[src/rtl/sgpb_pkg.sv]
// ---------------------------------------------------------------------------
// sgpb_pkg
// Shared widths, register indexes, operation codes and interface structs of
// the stereo gain / pan / bit crush block.
// ---------------------------------------------------------------------------
package sgpb_pkg;

	localparam int SAMPLE_W   = 24;
	localparam int PEAK_W     = SAMPLE_W - 1;
	localparam int GAIN_W     = 20;
	localparam int GAIN_FRAC  = 16;
	localparam int PAN_W      = 18;
	localparam int PAN_FRAC   = 16;
	localparam int PANG_W     = PAN_FRAC + 1;
	localparam int SCALE_W    = 32;
	localparam int SCALE_FRAC = 8;
	localparam int STEP_W     = 33;
	localparam int STEP_FRAC  = 32;
	localparam int QNT_SHIFT  = SAMPLE_W - 1 + SCALE_FRAC;
	localparam int STEP_SHIFT = STEP_FRAC - (SAMPLE_W - 1);
	localparam int SHIFT_W    = 6;

	// magnitude after crush rebuild stays below 2^52
	localparam int MAG_W   = 52;
	localparam int MUL_A_W = STEP_W;
	localparam int MUL_B_W = 28;
	localparam int PROD_W  = MUL_A_W + MUL_B_W;
	localparam int HALF_W  = GAIN_W;
	localparam int CLAMP_W = 2 * HALF_W;

	localparam int CFG_IDX_W  = 3;
	localparam int CFG_DATA_W = STEP_W;
	localparam int S_TDATA_W  = 2 * SAMPLE_W;
	localparam int M_FIELDS_W = 2 * SAMPLE_W + 4 * PEAK_W;
	localparam int M_TDATA_W  = ((M_FIELDS_W + 7) / 8) * 8;

	localparam logic [CFG_IDX_W-1:0] REG_IN_GAIN      = 3'd0;
	localparam logic [CFG_IDX_W-1:0] REG_OUT_GAIN     = 3'd1;
	localparam logic [CFG_IDX_W-1:0] REG_PAN_POSITION = 3'd2;
	localparam logic [CFG_IDX_W-1:0] REG_PAN_BYPASS   = 3'd3;
	localparam logic [CFG_IDX_W-1:0] REG_CRUSH_ENABLE = 3'd4;
	localparam logic [CFG_IDX_W-1:0] REG_CRUSH_SCALE  = 3'd5;
	localparam logic [CFG_IDX_W-1:0] REG_CRUSH_STEP   = 3'd6;

	localparam logic [GAIN_W-1:0]  GAIN_UNITY      = GAIN_W'(1 << GAIN_FRAC);
	localparam logic [PANG_W-1:0]  PAN_ONE         = PANG_W'(1 << PAN_FRAC);
	localparam logic [SCALE_W-1:0] CRUSH_SCALE_RST = SCALE_W'(64'h8000_0000);
	localparam logic [STEP_W-1:0]  CRUSH_STEP_RST  = STEP_W'(512);

	typedef logic [2:0] op_t;
	localparam op_t OP_IN   = 3'd0;
	localparam op_t OP_PAN  = 3'd1;
	localparam op_t OP_QNT  = 3'd2;
	localparam op_t OP_STEP = 3'd3;
	localparam op_t OP_OLO  = 3'd4;
	localparam op_t OP_OHI  = 3'd5;

	localparam logic CH_L = 1'b0;
	localparam logic CH_R = 1'b1;

	typedef struct packed {
		logic [GAIN_W-1:0]  in_gain;
		logic [GAIN_W-1:0]  out_gain;
		logic [PAN_W-1:0]   pan_position;
		logic               pan_bypass;
		logic               crush_enable;
		logic [SCALE_W-1:0] crush_scale;
		logic [STEP_W-1:0]  crush_step;
	} cfg_t;

	typedef struct packed {
		logic load;
		logic issue;
		op_t  op;
		logic ch;
		logic xfer;
	} cmd_t;

endpackage

[src/rtl/sgpb_cfg.sv]
// ---------------------------------------------------------------------------
// sgpb_cfg
// Configuration register file; pan position is clamped to +-1.0 on write.
// ---------------------------------------------------------------------------
module sgpb_cfg (
	input  logic                             clk,
	input  logic                             arst_n,
	input  logic                             wr_valid,
	output logic                             wr_ready,
	input  logic [sgpb_pkg::CFG_IDX_W-1:0]   wr_index,
	input  logic [sgpb_pkg::CFG_DATA_W-1:0]  wr_data,
	output sgpb_pkg::cfg_t                   cfg
);

	localparam logic signed [sgpb_pkg::PAN_W-1:0] PAN_MAX =
		sgpb_pkg::PAN_W'(1 << sgpb_pkg::PAN_FRAC);
	localparam logic signed [sgpb_pkg::PAN_W-1:0] PAN_MIN = -PAN_MAX;

	sgpb_pkg::cfg_t cfg_q;
	logic signed [sgpb_pkg::PAN_W-1:0] pan_raw;
	logic signed [sgpb_pkg::PAN_W-1:0] pan_clamped;

	assign wr_ready = 1'b1;
	assign cfg      = cfg_q;

	always_comb begin
		pan_raw = $signed(wr_data[sgpb_pkg::PAN_W-1:0]);
		if (pan_raw > PAN_MAX) begin
			pan_clamped = PAN_MAX;
		end else if (pan_raw < PAN_MIN) begin
			pan_clamped = PAN_MIN;
		end else begin
			pan_clamped = pan_raw;
		end
	end

	always_ff @(posedge clk or negedge arst_n) begin
		if (!arst_n) begin
			cfg_q.in_gain      <= sgpb_pkg::GAIN_UNITY;
			cfg_q.out_gain     <= sgpb_pkg::GAIN_UNITY;
			cfg_q.pan_position <= '0;
			cfg_q.pan_bypass   <= 1'b0;
			cfg_q.crush_enable <= 1'b0;
			cfg_q.crush_scale  <= sgpb_pkg::CRUSH_SCALE_RST;
			cfg_q.crush_step   <= sgpb_pkg::CRUSH_STEP_RST;
		end else if (wr_valid) begin
			unique case (wr_index)
				sgpb_pkg::REG_IN_GAIN: begin
					cfg_q.in_gain <= wr_data[sgpb_pkg::GAIN_W-1:0];
				end
				sgpb_pkg::REG_OUT_GAIN: begin
					cfg_q.out_gain <= wr_data[sgpb_pkg::GAIN_W-1:0];
				end
				sgpb_pkg::REG_PAN_POSITION: begin
					cfg_q.pan_position <= pan_clamped;
				end
				sgpb_pkg::REG_PAN_BYPASS: begin
					cfg_q.pan_bypass <= wr_data[0];
				end
				sgpb_pkg::REG_CRUSH_ENABLE: begin
					cfg_q.crush_enable <= wr_data[0];
				end
				sgpb_pkg::REG_CRUSH_SCALE: begin
					cfg_q.crush_scale <= wr_data[sgpb_pkg::SCALE_W-1:0];
				end
				sgpb_pkg::REG_CRUSH_STEP: begin
					cfg_q.crush_step <= wr_data[sgpb_pkg::STEP_W-1:0];
				end
				default: begin
				end
			endcase
		end
	end

endmodule

[src/rtl/sgpb_ctrl.sv]
// ---------------------------------------------------------------------------
// sgpb_ctrl
// Sequencer: issues one multiply per cycle, left and right interleaved, then
// hands the finished word to the output register.
// ---------------------------------------------------------------------------
module sgpb_ctrl (
	input  logic                 clk,
	input  logic                 arst_n,
	input  logic                 in_valid,
	output logic                 in_ready,
	output logic                 out_valid,
	input  logic                 out_ready,
	input  logic                 crush_enable,
	output sgpb_pkg::cmd_t       cmd
);

	localparam logic [1:0] ST_IDLE  = 2'd0;
	localparam logic [1:0] ST_RUN   = 2'd1;
	localparam logic [1:0] ST_DRAIN = 2'd2;
	localparam logic [1:0] ST_DONE  = 2'd3;

	logic [1:0]          state_q;
	sgpb_pkg::op_t       op_q;
	logic                ch_q;
	logic                out_valid_q;
	sgpb_pkg::op_t       op_next;
	logic                accept;
	logic                out_free;

	assign in_ready  = (state_q == ST_IDLE);
	assign accept    = in_valid && in_ready;
	assign out_free  = !out_valid_q || out_ready;
	assign out_valid = out_valid_q;

	always_comb begin
		case (op_q)
			sgpb_pkg::OP_IN:   op_next = sgpb_pkg::OP_PAN;
			sgpb_pkg::OP_PAN:  op_next = crush_enable ? sgpb_pkg::OP_QNT : sgpb_pkg::OP_OLO;
			sgpb_pkg::OP_QNT:  op_next = sgpb_pkg::OP_STEP;
			sgpb_pkg::OP_STEP: op_next = sgpb_pkg::OP_OLO;
			sgpb_pkg::OP_OLO:  op_next = sgpb_pkg::OP_OHI;
			default:           op_next = sgpb_pkg::OP_IN;
		endcase
	end

	always_comb begin
		cmd.load  = accept;
		cmd.issue = (state_q == ST_RUN);
		cmd.op    = op_q;
		cmd.ch    = ch_q;
		cmd.xfer  = (state_q == ST_DONE) && out_free;
	end

	always_ff @(posedge clk or negedge arst_n) begin
		if (!arst_n) begin
			state_q     <= ST_IDLE;
			op_q        <= sgpb_pkg::OP_IN;
			ch_q        <= sgpb_pkg::CH_L;
			out_valid_q <= 1'b0;
		end else begin
			if (cmd.xfer) begin
				out_valid_q <= 1'b1;
			end else if (out_ready) begin
				out_valid_q <= 1'b0;
			end
			unique case (state_q)
				ST_IDLE: begin
					if (accept) begin
						state_q <= ST_RUN;
						op_q    <= sgpb_pkg::OP_IN;
						ch_q    <= sgpb_pkg::CH_L;
					end
				end
				ST_RUN: begin
					if (ch_q == sgpb_pkg::CH_R) begin
						ch_q <= sgpb_pkg::CH_L;
						if (op_q == sgpb_pkg::OP_OHI) begin
							state_q <= ST_DRAIN;
						end else begin
							op_q <= op_next;
						end
					end else begin
						ch_q <= sgpb_pkg::CH_R;
					end
				end
				ST_DRAIN: begin
					state_q <= ST_DONE;
				end
				ST_DONE: begin
					if (out_free) begin
						state_q <= ST_IDLE;
					end
				end
				default: begin
					state_q <= ST_IDLE;
				end
			endcase
		end
	end

endmodule

[src/rtl/sgpb_dp.sv]
// ---------------------------------------------------------------------------
// sgpb_dp
// Datapath: shared 33x28 multiplier, rounding stage, per-channel magnitude
// and sign, saturation, peak meters and the output register.
// ---------------------------------------------------------------------------
module sgpb_dp (
	input  logic                              clk,
	input  logic                              arst_n,
	input  sgpb_pkg::cfg_t                    cfg,
	input  sgpb_pkg::cmd_t                    cmd,
	input  logic [sgpb_pkg::S_TDATA_W-1:0]    in_data,
	input  logic                              in_stereo,
	input  logic                              in_last,
	output logic [sgpb_pkg::M_TDATA_W-1:0]    out_data,
	output logic                              out_peaks_valid
);

	localparam int SW  = sgpb_pkg::SAMPLE_W;
	localparam int PW  = sgpb_pkg::PEAK_W;
	localparam int MW  = sgpb_pkg::MAG_W;
	localparam int PRW = sgpb_pkg::PROD_W;
	localparam int HW  = sgpb_pkg::HALF_W;
	localparam int CW  = sgpb_pkg::CLAMP_W;
	localparam int PAD_W = sgpb_pkg::M_TDATA_W - sgpb_pkg::M_FIELDS_W;
	localparam logic [SW-1:0]  S_MAX   = {1'b0, {PW{1'b1}}};
	localparam logic [SW-1:0]  S_MIN   = {1'b1, {PW{1'b0}}};
	localparam logic [PRW-1:0] OUT_RND = PRW'(1) << (sgpb_pkg::GAIN_FRAC - 1);

	logic [MW-1:0]  mag_q [2];
	logic           neg_q [2];
	logic [CW-1:0]  acc_q [2];
	logic [SW-1:0]  res_q [2];
	logic [PW-1:0]  in_pk_q [2];
	logic [PW-1:0]  out_pk_q [2];
	logic           last_q;
	logic [sgpb_pkg::M_TDATA_W-1:0] out_data_q;
	logic           out_pv_q;

	logic [PRW-1:0]      prod_s1;
	sgpb_pkg::op_t       op_s1;
	logic                ch_s1;
	logic                vld_s1;

	logic [SW-1:0]  left_in, right_in, left_mag, right_mag;
	logic [MW-1:0]  mag_rd;
	logic [CW-1:0]  clamp_v;
	logic [sgpb_pkg::PANG_W-1:0] gain_l, gain_r, pang, pan_neg_mag;
	logic           pan_pos, pan_neg;
	logic [sgpb_pkg::MUL_A_W-1:0] mul_a;
	logic [sgpb_pkg::MUL_B_W-1:0] mul_b;

	logic [sgpb_pkg::SHIFT_W-1:0] rshift;
	logic [PRW:0]   rsum, rval;
	logic [PRW-1:0] osum, oval;
	logic [MW-1:0]  mag_new;
	logic           big, neg_rd;
	logic [PW-1:0]  cap;
	logic [SW-1:0]  sat_v;

	assign out_data        = out_data_q;
	assign out_peaks_valid = out_pv_q;

	// load: magnitude and sign of each channel
	always_comb begin
		left_in   = in_data[SW-1:0];
		right_in  = in_stereo ? in_data[2*SW-1:SW] : left_in;
		left_mag  = left_in[SW-1] ? (~left_in + 1'b1) : left_in;
		right_mag = right_in[SW-1] ? (~right_in + 1'b1) : right_in;
	end

	// pan gains: only the side opposite the pan direction drops
	always_comb begin
		pan_pos     = !cfg.pan_position[sgpb_pkg::PAN_W-1] && (|cfg.pan_position);
		pan_neg     = cfg.pan_position[sgpb_pkg::PAN_W-1];
		pan_neg_mag = sgpb_pkg::PANG_W'(~cfg.pan_position + 1'b1);
		gain_l = sgpb_pkg::PAN_ONE;
		gain_r = sgpb_pkg::PAN_ONE;
		if (!cfg.pan_bypass && pan_pos) begin
			gain_l = sgpb_pkg::PAN_ONE - cfg.pan_position[sgpb_pkg::PANG_W-1:0];
		end
		if (!cfg.pan_bypass && pan_neg) begin
			gain_r = sgpb_pkg::PAN_ONE - pan_neg_mag;
		end
	end

	// stage 1 operand select
	always_comb begin
		mag_rd  = mag_q[cmd.ch];
		clamp_v = (|mag_rd[MW-1:CW]) ? '1 : mag_rd[CW-1:0];
		pang    = (cmd.ch == sgpb_pkg::CH_R) ? gain_r : gain_l;
		case (cmd.op)
			sgpb_pkg::OP_IN: begin
				mul_a = sgpb_pkg::MUL_A_W'(cfg.in_gain);
				mul_b = mag_rd[sgpb_pkg::MUL_B_W-1:0];
			end
			sgpb_pkg::OP_PAN: begin
				mul_a = sgpb_pkg::MUL_A_W'(pang);
				mul_b = mag_rd[sgpb_pkg::MUL_B_W-1:0];
			end
			sgpb_pkg::OP_QNT: begin
				mul_a = sgpb_pkg::MUL_A_W'(cfg.crush_scale);
				mul_b = mag_rd[sgpb_pkg::MUL_B_W-1:0];
			end
			sgpb_pkg::OP_STEP: begin
				mul_a = cfg.crush_step;
				mul_b = mag_rd[sgpb_pkg::MUL_B_W-1:0];
			end
			sgpb_pkg::OP_OLO: begin
				mul_a = sgpb_pkg::MUL_A_W'(cfg.out_gain);
				mul_b = sgpb_pkg::MUL_B_W'(clamp_v[HW-1:0]);
			end
			sgpb_pkg::OP_OHI: begin
				mul_a = sgpb_pkg::MUL_A_W'(cfg.out_gain);
				mul_b = sgpb_pkg::MUL_B_W'(clamp_v[CW-1:HW]);
			end
			default: begin
				mul_a = '0;
				mul_b = '0;
			end
		endcase
	end

	// stage 2: round to nearest, ties away from zero (on the magnitude)
	always_comb begin
		case (op_s1)
			sgpb_pkg::OP_PAN:  rshift = sgpb_pkg::SHIFT_W'(sgpb_pkg::PAN_FRAC);
			sgpb_pkg::OP_QNT:  rshift = sgpb_pkg::SHIFT_W'(sgpb_pkg::QNT_SHIFT);
			sgpb_pkg::OP_STEP: rshift = sgpb_pkg::SHIFT_W'(sgpb_pkg::STEP_SHIFT);
			default:           rshift = sgpb_pkg::SHIFT_W'(sgpb_pkg::GAIN_FRAC);
		endcase
		rsum = {1'b0, prod_s1} + ((PRW+1)'(1) << (rshift - 1'b1));
		rval = rsum >> rshift;
		osum = PRW'(acc_q[ch_s1]) + (prod_s1 << HW) + OUT_RND;
		oval = osum >> sgpb_pkg::GAIN_FRAC;
		mag_new = (op_s1 == sgpb_pkg::OP_OHI) ? oval[MW-1:0] : rval[MW-1:0];
		big     = |mag_new[MW-1:PW];
		cap     = big ? '1 : mag_new[PW-1:0];
		neg_rd  = neg_q[ch_s1];
		if (big) begin
			sat_v = neg_rd ? S_MIN : S_MAX;
		end else if (neg_rd) begin
			sat_v = ~mag_new[SW-1:0] + 1'b1;
		end else begin
			sat_v = mag_new[SW-1:0];
		end
	end

	always_ff @(posedge clk or negedge arst_n) begin
		if (!arst_n) begin
			vld_s1      <= 1'b0;
			in_pk_q[0]  <= '0;
			in_pk_q[1]  <= '0;
			out_pk_q[0] <= '0;
			out_pk_q[1] <= '0;
		end else begin
			vld_s1 <= cmd.issue;
			if (cmd.xfer && last_q) begin
				in_pk_q[0]  <= '0;
				in_pk_q[1]  <= '0;
				out_pk_q[0] <= '0;
				out_pk_q[1] <= '0;
			end else if (vld_s1) begin
				if (op_s1 == sgpb_pkg::OP_IN && cap > in_pk_q[ch_s1]) begin
					in_pk_q[ch_s1] <= cap;
				end
				if (op_s1 == sgpb_pkg::OP_OHI && cap > out_pk_q[ch_s1]) begin
					out_pk_q[ch_s1] <= cap;
				end
			end
		end
	end

	always_ff @(posedge clk) begin
		prod_s1 <= mul_a * mul_b;
		op_s1   <= cmd.op;
		ch_s1   <= cmd.ch;
		if (cmd.load) begin
			mag_q[0] <= MW'(left_mag);
			mag_q[1] <= MW'(right_mag);
			neg_q[0] <= left_in[SW-1];
			neg_q[1] <= right_in[SW-1];
			last_q   <= in_last;
		end else if (vld_s1) begin
			if (op_s1 == sgpb_pkg::OP_OLO) begin
				acc_q[ch_s1] <= prod_s1[CW-1:0];
			end else begin
				mag_q[ch_s1] <= mag_new;
			end
			if (op_s1 == sgpb_pkg::OP_OHI) begin
				res_q[ch_s1] <= sat_v;
			end
		end
		if (cmd.xfer) begin
			out_pv_q <= last_q;
			if (last_q) begin
				out_data_q <= {{PAD_W{1'b0}}, out_pk_q[1], out_pk_q[0],
					in_pk_q[1], in_pk_q[0], res_q[1], res_q[0]};
			end else begin
				out_data_q <= {{PAD_W{1'b0}}, {(4*PW){1'b0}}, res_q[1], res_q[0]};
			end
		end
	end

endmodule

[src/rtl/stereo_gain_pan_bitcrush.sv]
// ---------------------------------------------------------------------------
// stereo_gain_pan_bitcrush
// Stereo input gain, balance pan, optional bit crush, output gain and
// block peak meters for Q1.23 sample pairs.
// ---------------------------------------------------------------------------
// Input word (s_axis): tdata = left, right samples; tuser = stereo flag
// (0 copies left into right); tlast marks the last pair of a block.
// Output word (m_axis): both processed samples and, on the last pair of a
// block, the four peak meters with tuser (peaks valid) set; otherwise the
// peak fields are zero. The running peaks clear when that word is formed.
// Configuration: cfg_valid/cfg_index/cfg_data, always ready; the user is to
// write it only while the block is idle, which the block does not enforce; index 7 is ignored.
// Timing: one shared multiplier makes one product per cycle, left and right
// channel interleaved. With crush off a pair needs 8 products, with crush on
// 12. After the last product the sequencer passes its drain and done states
// and hands the result word to the output register; only then is the next
// input taken, so no new pair is taken before the last one reaches that register.
// Reset clears the sequencer, the peak meters and loads register defaults.
// If the receiver stalls, the result waits in the output register while one
// more pair is taken and computed; that pair then waits for the register.
// ---------------------------------------------------------------------------
module stereo_gain_pan_bitcrush (
	input  logic                              clk,
	input  logic                              arst_n,
	input  logic                              s_axis_tvalid,
	output logic                              s_axis_tready,
	// [23:0] left_sample, [47:24] right_sample
	input  logic [sgpb_pkg::S_TDATA_W-1:0]    s_axis_tdata,
	// [0] stereo
	input  logic                              s_axis_tuser,
	input  logic                              s_axis_tlast,
	output logic                              m_axis_tvalid,
	input  logic                              m_axis_tready,
	// [23:0] left_out, [47:24] right_out, [70:48] in_peak_left,
	// [93:71] in_peak_right, [116:94] out_peak_left, [139:117] out_peak_right
	output logic [sgpb_pkg::M_TDATA_W-1:0]    m_axis_tdata,
	// [0] peaks_valid
	output logic                              m_axis_tuser,
	input  logic                              cfg_valid,
	output logic                              cfg_ready,
	input  logic [sgpb_pkg::CFG_IDX_W-1:0]    cfg_index,
	input  logic [sgpb_pkg::CFG_DATA_W-1:0]   cfg_data
);

	sgpb_pkg::cfg_t cfg;
	sgpb_pkg::cmd_t cmd;

	sgpb_cfg u_cfg (
		.clk      (clk),
		.arst_n   (arst_n),
		.wr_valid (cfg_valid),
		.wr_ready (cfg_ready),
		.wr_index (cfg_index),
		.wr_data  (cfg_data),
		.cfg      (cfg)
	);

	sgpb_ctrl u_ctrl (
		.clk          (clk),
		.arst_n       (arst_n),
		.in_valid     (s_axis_tvalid),
		.in_ready     (s_axis_tready),
		.out_valid    (m_axis_tvalid),
		.out_ready    (m_axis_tready),
		.crush_enable (cfg.crush_enable),
		.cmd          (cmd)
	);

	sgpb_dp u_dp (
		.clk             (clk),
		.arst_n          (arst_n),
		.cfg             (cfg),
		.cmd             (cmd),
		.in_data         (s_axis_tdata),
		.in_stereo       (s_axis_tuser),
		.in_last         (s_axis_tlast),
		.out_data        (m_axis_tdata),
		.out_peaks_valid (m_axis_tuser)
	);

endmodule

[config.mk]
export PLATFORM = sky130hd
export DESIGN_NAME = stereo_gain_pan_bitcrush
export DESIGN_NICKNAME = d
export VERILOG_FILES = /design/src/rtl/sgpb_pkg.sv /design/src/rtl/sgpb_cfg.sv /design/src/rtl/sgpb_ctrl.sv /design/src/rtl/sgpb_dp.sv /design/src/rtl/stereo_gain_pan_bitcrush.sv
export SDC_FILE = /design/constraint.sdc
export NUM_CORES = 2
export LEC_CHECK = 0
export ABC_AREA = 1
export BUFFER_PORTS_ARGS = -buffer_cell sky130_fd_sc_hd__buf_4
export CAP_MARGIN = 20
export CORE_ASPECT_RATIO = 1.25
export CORE_MARGIN = 2
export CORE_UTILIZATION = 53
export DETAILED_ROUTE_END_ITERATION = 8
export PLACE_DENSITY_LB_ADDON = 0.12
export REMOVE_ABC_BUFFERS = 1
export SLEW_MARGIN = 15
export SYNTH_ARGS = -nofsm -noshare
export SYNTH_HDL_FRONTEND = slang
export SYNTH_HIERARCHICAL = 1
export SYNTH_SLANG_ARGS = --single-unit
[constraint.sdc]
create_clock -name clk -period 22.6 [get_ports clk]
set_input_delay 4.52 -clock clk [delete_from_list [all_inputs] [get_ports clk]]
set_output_delay 4.52 -clock clk [all_outputs]
set_load 0.01 [all_outputs]
=== Word-level counts from Yosys, hierarchy flattened ===
Memory sizes are Yosys's and may differ from the RTL's. A register that Yosys moved wholly into a read port is not among the register bits.
Cells that the tools add are included.

* Register bits: 436
* RAM bits: 234
* Input bits: 91
* Output and inout port bits: 148
* Logic and storage cells: 180
* Memories: 4

* Add/subtract/negate cells: 10
* $mul: 1
* Order comparisons: 6
* Equal/unequal tests: 23
* Shift operators: 2
* Muxes and demuxes: 66
* Bitwise gates (word level): 5
* Reductions and logical operators: 40

{| class="wikitable"
|+ Memories
! name !! words !! width !! rd ports !! clocked after memory_dff !! write ports !! RTL line !! RTL
|-
| u_dp.mag_q || 2 || 52 || 1 || 0 || 2 || sgpb_dp.sv:29 || <nowiki>logic [MW-1:0] mag_q [2];</nowiki>
|-
| u_dp.acc_q || 2 || 40 || 1 || 1 || 1 || sgpb_dp.sv:31 || <nowiki>logic [CW-1:0] acc_q [2];</nowiki>
|-
| u_dp.res_q || 2 || 24 || 2 || 2 || 1 || sgpb_dp.sv:32 || <nowiki>logic [SW-1:0] res_q [2];</nowiki>
|-
| u_dp.neg_q || 2 || 1 || 1 || 1 || 2 || sgpb_dp.sv:30 || <nowiki>logic neg_q [2];</nowiki>
|}

{| class="wikitable"
|+ Operator list
! cell !! count
|-
| $mux 46 || 6
|-
| $mux 23 || 8
|-
| $pmux 33 s5 || 1
|-
| $mux 24 || 6
|-
| $mux 52 || 2
|-
| $bwmux 46 || 2
|-
| $pmux 28 s3 || 1
|-
| $add 24x1->24 const B || 3
|-
| $not 24->24 || 3
|-
| $add 61x62->62 || 1
|-
| $shl 1x6->62 const A || 1
|-
| $shr 62x5->52 || 1
|-
| $add 40x61->61 || 1
|-
| $add 61x16->61 const B || 1
|-
| $mul 33x28->61 || 1
|-
| $reduce_or 52->1 || 1
|-
| $mux 17 || 3
|-
| $gt 23x23->1 || 2
|-
| $mux 40 || 1
|-
| $mux 18 || 2
|-
| $sub 17x17->17 const A || 2
|-
| $reduce_or 29->1 || 1
|-
| $demux 23 s1 || 1
|-
| $eq 3x3->1 const B || 7
|-
| 34 further kinds || 95
|}

=== Logic depth before layout (Yosys ltp) ===
* Word-level depth: 14
* Gate-level depth with buffers: 49

=== By module ===
The synthesis kept the hierarchy.

{| class="wikitable"
|+ Modules (own cells, without submodules)
! module !! instances !! cells an instance !! area each (µm²)
|-
| sgpb_dp || 1 || 7668 || 60820.8
|-
| sgpb_cfg || 1 || 502 || 5124.9
|-
| sgpb_ctrl || 1 || 69 || 480.5
|}

=== Worst setup path after synthesis ===
No wires, ideal clock.

* Path type: input to register
* Start: input port m_axis_tready
* End: register u_dp/in_pk_q[45] (netlist bit)
* Setup time: 119 ps
* Arrival: 12980 ps
* Data required time: 22481 ps
* Setup slack: 9501 ps
* Stages on the path: 10
* Buffers on the path: 1
* Cells stage by stage: inv_1 -> a21oi_1 -> nand2_1 -> inv_1 -> nor2_1 -> nor2_1 -> inv_1 -> clkbuf_1 -> nand2_1 -> nand2_1

{| class="wikitable"
|+ RTL lines
! what !! RTL line !! RTL
|-
| start, declared || stereo_gain_pan_bitcrush.sv:33 || <nowiki>input logic m_axis_tready,</nowiki>
|-
| end signal, assigned by index || sgpb_dp.sv:164 || <nowiki>in_pk_q[ch_s1] <= cap;</nowiki>
|-
| end, declared || sgpb_dp.sv:33 || <nowiki>logic [PW-1:0] in_pk_q [2];</nowiki>
|}

=== Worst setup path after layout ===
* Start: register u_ctrl.ch_q
* End: register u_dp.prod_s1[53]

* Word-level cells in the longest chain between the ends: 5
* Elaborated cells on any way between the ends: 7

{| class="wikitable"
|+ RTL lines
! what !! RTL line !! RTL
|-
| start, declared || sgpb_ctrl.sv:24 || <nowiki>logic ch_q;</nowiki>
|-
| start signal, assigned || sgpb_ctrl.sv:58 || <nowiki>ch_q <= sgpb_pkg::CH_L;</nowiki>
|-
| start signal, assigned || sgpb_ctrl.sv:71 || <nowiki>ch_q <= sgpb_pkg::CH_L;</nowiki>
|-
| start signal, assigned || sgpb_ctrl.sv:76 || <nowiki>ch_q <= sgpb_pkg::CH_L;</nowiki>
|-
| $mem_v2 2x52 || -- ||
|-
| $reduce_or 12->1 || sgpb_dp.sv:89 || <nowiki>clamp_v = (|mag_rd[MW-1:CW]) ? '1 : mag_rd[CW-1:0];</nowiki>
|-
| $mux 40 || sgpb_dp.sv:89 ||
|-
| $pmux 28 s3 || sgpb_dp.sv:91 || <nowiki>case (cmd.op)</nowiki>
|-
| $mul 33x28->61 (*) || sgpb_dp.sv:174 || <nowiki>prod_s1 <= mul_a * mul_b;</nowiki>
|-
| end signal, assigned || sgpb_dp.sv:174 ||
|-
| end, declared || sgpb_dp.sv:39 || <nowiki>logic [PRW-1:0] prod_s1;</nowiki>
|}

Mark *: on every way between the ends. The rest lies on a longest branch, timed or not.
A chain may end at the register's enable or synchronous reset.

==> results.sh <==
export IMPL_status="completed"
export IMPL_grt_max_degree=94
export IMPL_cpMaxStageDelayCell="nor2_1"
export IMPL_min_to="u_dp/out_data[46]"
export IMPL_overflow=0
export IMPL_r2r_slack_ns=11.91
export IMPL_drc=0
export IMPL_grt_use_total=0.400
export IMPL_port_buffer_count=233
export IMPL_ant_nets=0
export IMPL_reg2reg_to="u_dp/prod_s1[53]"
export IMPL_routabilityCongestion=1.05
export IMPL_drive_gt1_frac=0.0761
export IMPL_crit_fanout=55
export IMPL_grt_pass1_wl_mm=373
export IMPL_synth_seq_cells=636
export IMPL_crit_start="u_ctrl/ch_q"
export IMPL_root_buffer="clkbuf_16"
export IMPL_clock_sinks=636
export IMPL_fin_crit_ns=10.69
export IMPL_cts_max_level=3
export IMPL_dp_cells=9959
export IMPL_synth_area_leader_cell="fa_1"
export IMPL_drt_iter0_markers=5402
export IMPL_end_kind="register"
export IMPL_yosysSeqAreaShare=0.261
export IMPL_seq_area_sq_um=17300
export IMPL_ios=239
export IMPL_vias=57200
export IMPL_setup_tns_ns=0
export IMPL_die_h_um=400
export IMPL_rows=145
export IMPL_worst_clock_skew_ns=0.0718
export IMPL_cts_path_max_buffers=3
export IMPL_via_per_inst=5.66
export IMPL_syn_to_final_growth_pct=9.05
export IMPL_synth_area_sq_um=66400
export IMPL_path_buf_inv=9
export IMPL_clk_pin_slew_ns=0.06
export IMPL_worstReg2RegStart="u_ctrl/ch_q"
export IMPL_tightestPinTransition_ns=1.17
export IMPL_yosysUniqueCellTypes=70
export IMPL_cts_inserted_buffers=68
export IMPL_dieArea_sq_um=128000
export IMPL_post_cts_buffers=0
export IMPL_fmax_mhz=93.5
export IMPL_rsz0062_at_grt="no"
export IMPL_synth_top_cells_by_count="2149 x nand2_1, 1562 x inv_1, 819 x nor2_1, 805 x fa_1, 350 x ha_1"
export IMPL_critical_path_arrival_ns=11.26
export IMPL_worstPathRequired_ns=23.17
export IMPL_holdPathStages=0
export IMPL_maxSlewHeadroom=0.215
export IMPL_async_reset_ff_frac=0.354
export IMPL_crit_type="register to register"
export IMPL_first_pass_iters=7
export IMPL_cp_top_family="adder cells"
export IMPL_die_w_um=321
export IMPL_rr_worst_depth=39
export IMPL_crit_cells=39
export IMPL_syn_inst=8239
export IMPL_routed_wl_mm=253
export IMPL_hold_start="u_dp/res_q[1][22]"
export IMPL_core_sq_um=125000
export IMPL_fin_cells=10100
export IMPL_synth_area_leaders="fa_1 24%, edfxtp_1 16%, nand2_1 12%, inv_1 8.8%, dfrtp_1 8.3%"
export IMPL_cts_tree="done"
export IMPL_yosys_warnings=6
export IMPL_synth_flop_cell="edfxtp_1"
export IMPL_hold_viol_final=0
export IMPL_synth_edf_count=346
export IMPL_multi_input_area_sq_um=42000
export IMPL_slowest_delay_ns=0.89
export IMPL_hpwl_mm=202
export IMPL_n_fill_cell=11700
export IMPL_cp_start_kind="register"
export IMPL_antenna_found_initial=19
export IMPL_layout_nets=9660
export IMPL_avgSynthCellArea_sq_um=8.06
export IMPL_maxCapViolations=0
export IMPL_hold_buffers=0
export IMPL_cts_resized_gates=0
export IMPL_clock_latency_ns=0.72
export IMPL_start_util=0.533
export IMPL_yosysMostFrequentCell="nand2_1"
export IMPL_wire_per_inst_um=25.1
export IMPL_synth_top_cell_area_share=0.243
export IMPL_min_path_type="register to register"
export IMPL_slew_viol_final=0
export IMPL_grt_pass1_vias=58300
export IMPL_setup_viol=0
export IMPL_finalCritPeriodShare=0.473
flip-flops by register name (all words and copies together) (netlist names):
| name | flops |
|---|---|
| u_dp/last_q | 1 |
| u_dp/acc_q | 50 |
| u_dp/prod_s1 | 61 |
| u_dp/vld_s1 | 1 |
| u_dp/op_s1 | 3 |
| u_dp/in_pk_q | 46 |
| u_dp/out_peaks_valid | 1 |
| u_ctrl/op_q | 3 |
| u_dp/out_data | 140 |
| u_dp/neg_q | 2 |
| u_ctrl/state_q | 2 |
| u_dp/mag_q | 104 |
| u_dp/ch_s1 | 1 |
| u_cfg/cfg | 125 |
| u_ctrl/out_valid | 1 |
| u_dp/res_q | 48 |
| u_ctrl/ch_q | 1 |
| u_dp/out_pk_q | 46 |
stage by stage:
stage / util / hold slack, ns / instance area (sq um) / setup slack, ns
floorplan: - / 0.400 / 65300 / 8.01
global placement: 0.561 / 0.403 / 69900 / 12.18
detailed placement: 0.561 / 0.405 / 70000 / 12.12
CTS: 0.581 / 0.400 / 72400 / 12.04
global route: 0.581 / 0.421 / 72400 / 11.07
finish: 0.581 / 0.417 / 72400 / 11.91
how the worst max path moves through the flow:
stage / to / slack, ns
after CTS: u_dp/prod_s1[53] / 12.04
after global placement: u_dp/prod_s1[53] / 12.18
after detailed placement: u_dp/prod_s1[53] / 12.12
final: u_dp/prod_s1[53] / 11.91
after floorplan: u_dp/in_pk_q[0] / 8.01
after global routing: u_dp/prod_s1[53] / 11.07
cell families after synthesis:
group,count (synthesis),share of synthesized area
AOI/OAI and AO/OA,785,0.0690
xor gates and xnor gates,109,0.0144
and+or+nand+nor,3565,0.223
buffers and inverters,1902,0.111
muxes,84,0.0127
other,3,0.000170
DFF,636,0.261
adders and majority gates,1155,0.309
layout by cell type (no fill, tap or decap), drive strengths merged, types with 221 or more instances in the layout:
cell and instances:
dfrtp 221, ha 350, fa 805, buf 337
inv 1592, nand2 2162, edfxtp 346, a21oi 267
o21ai 350, nand3 333, nor2 832
cell type report:
class | count | area share
diodes | 18 | 0.000622
multi-input cells | 5762 | 0.580
flip-flops and latches | 636 | 0.239
well taps | 1617 | 0.0279
clock buffers | 79 | 0.0246
repair buffers | 339 | 0.0355
clock inverters | 45 | 0.00838
inverters | 1607 | 0.0833
routing by layer:
layer	GRT usage	up-vias	share of wire
met5	0	-	0.00023
met4	0.368	8	0.11
met3	0.0673	931	0.070
met2	0.677	2825	0.48
met1	0.430	27700	0.34
li1	-	25700	-
Power is not shown: default switching activity piles up to over one toggle a cycle in this logic, so the estimate is an artifact.
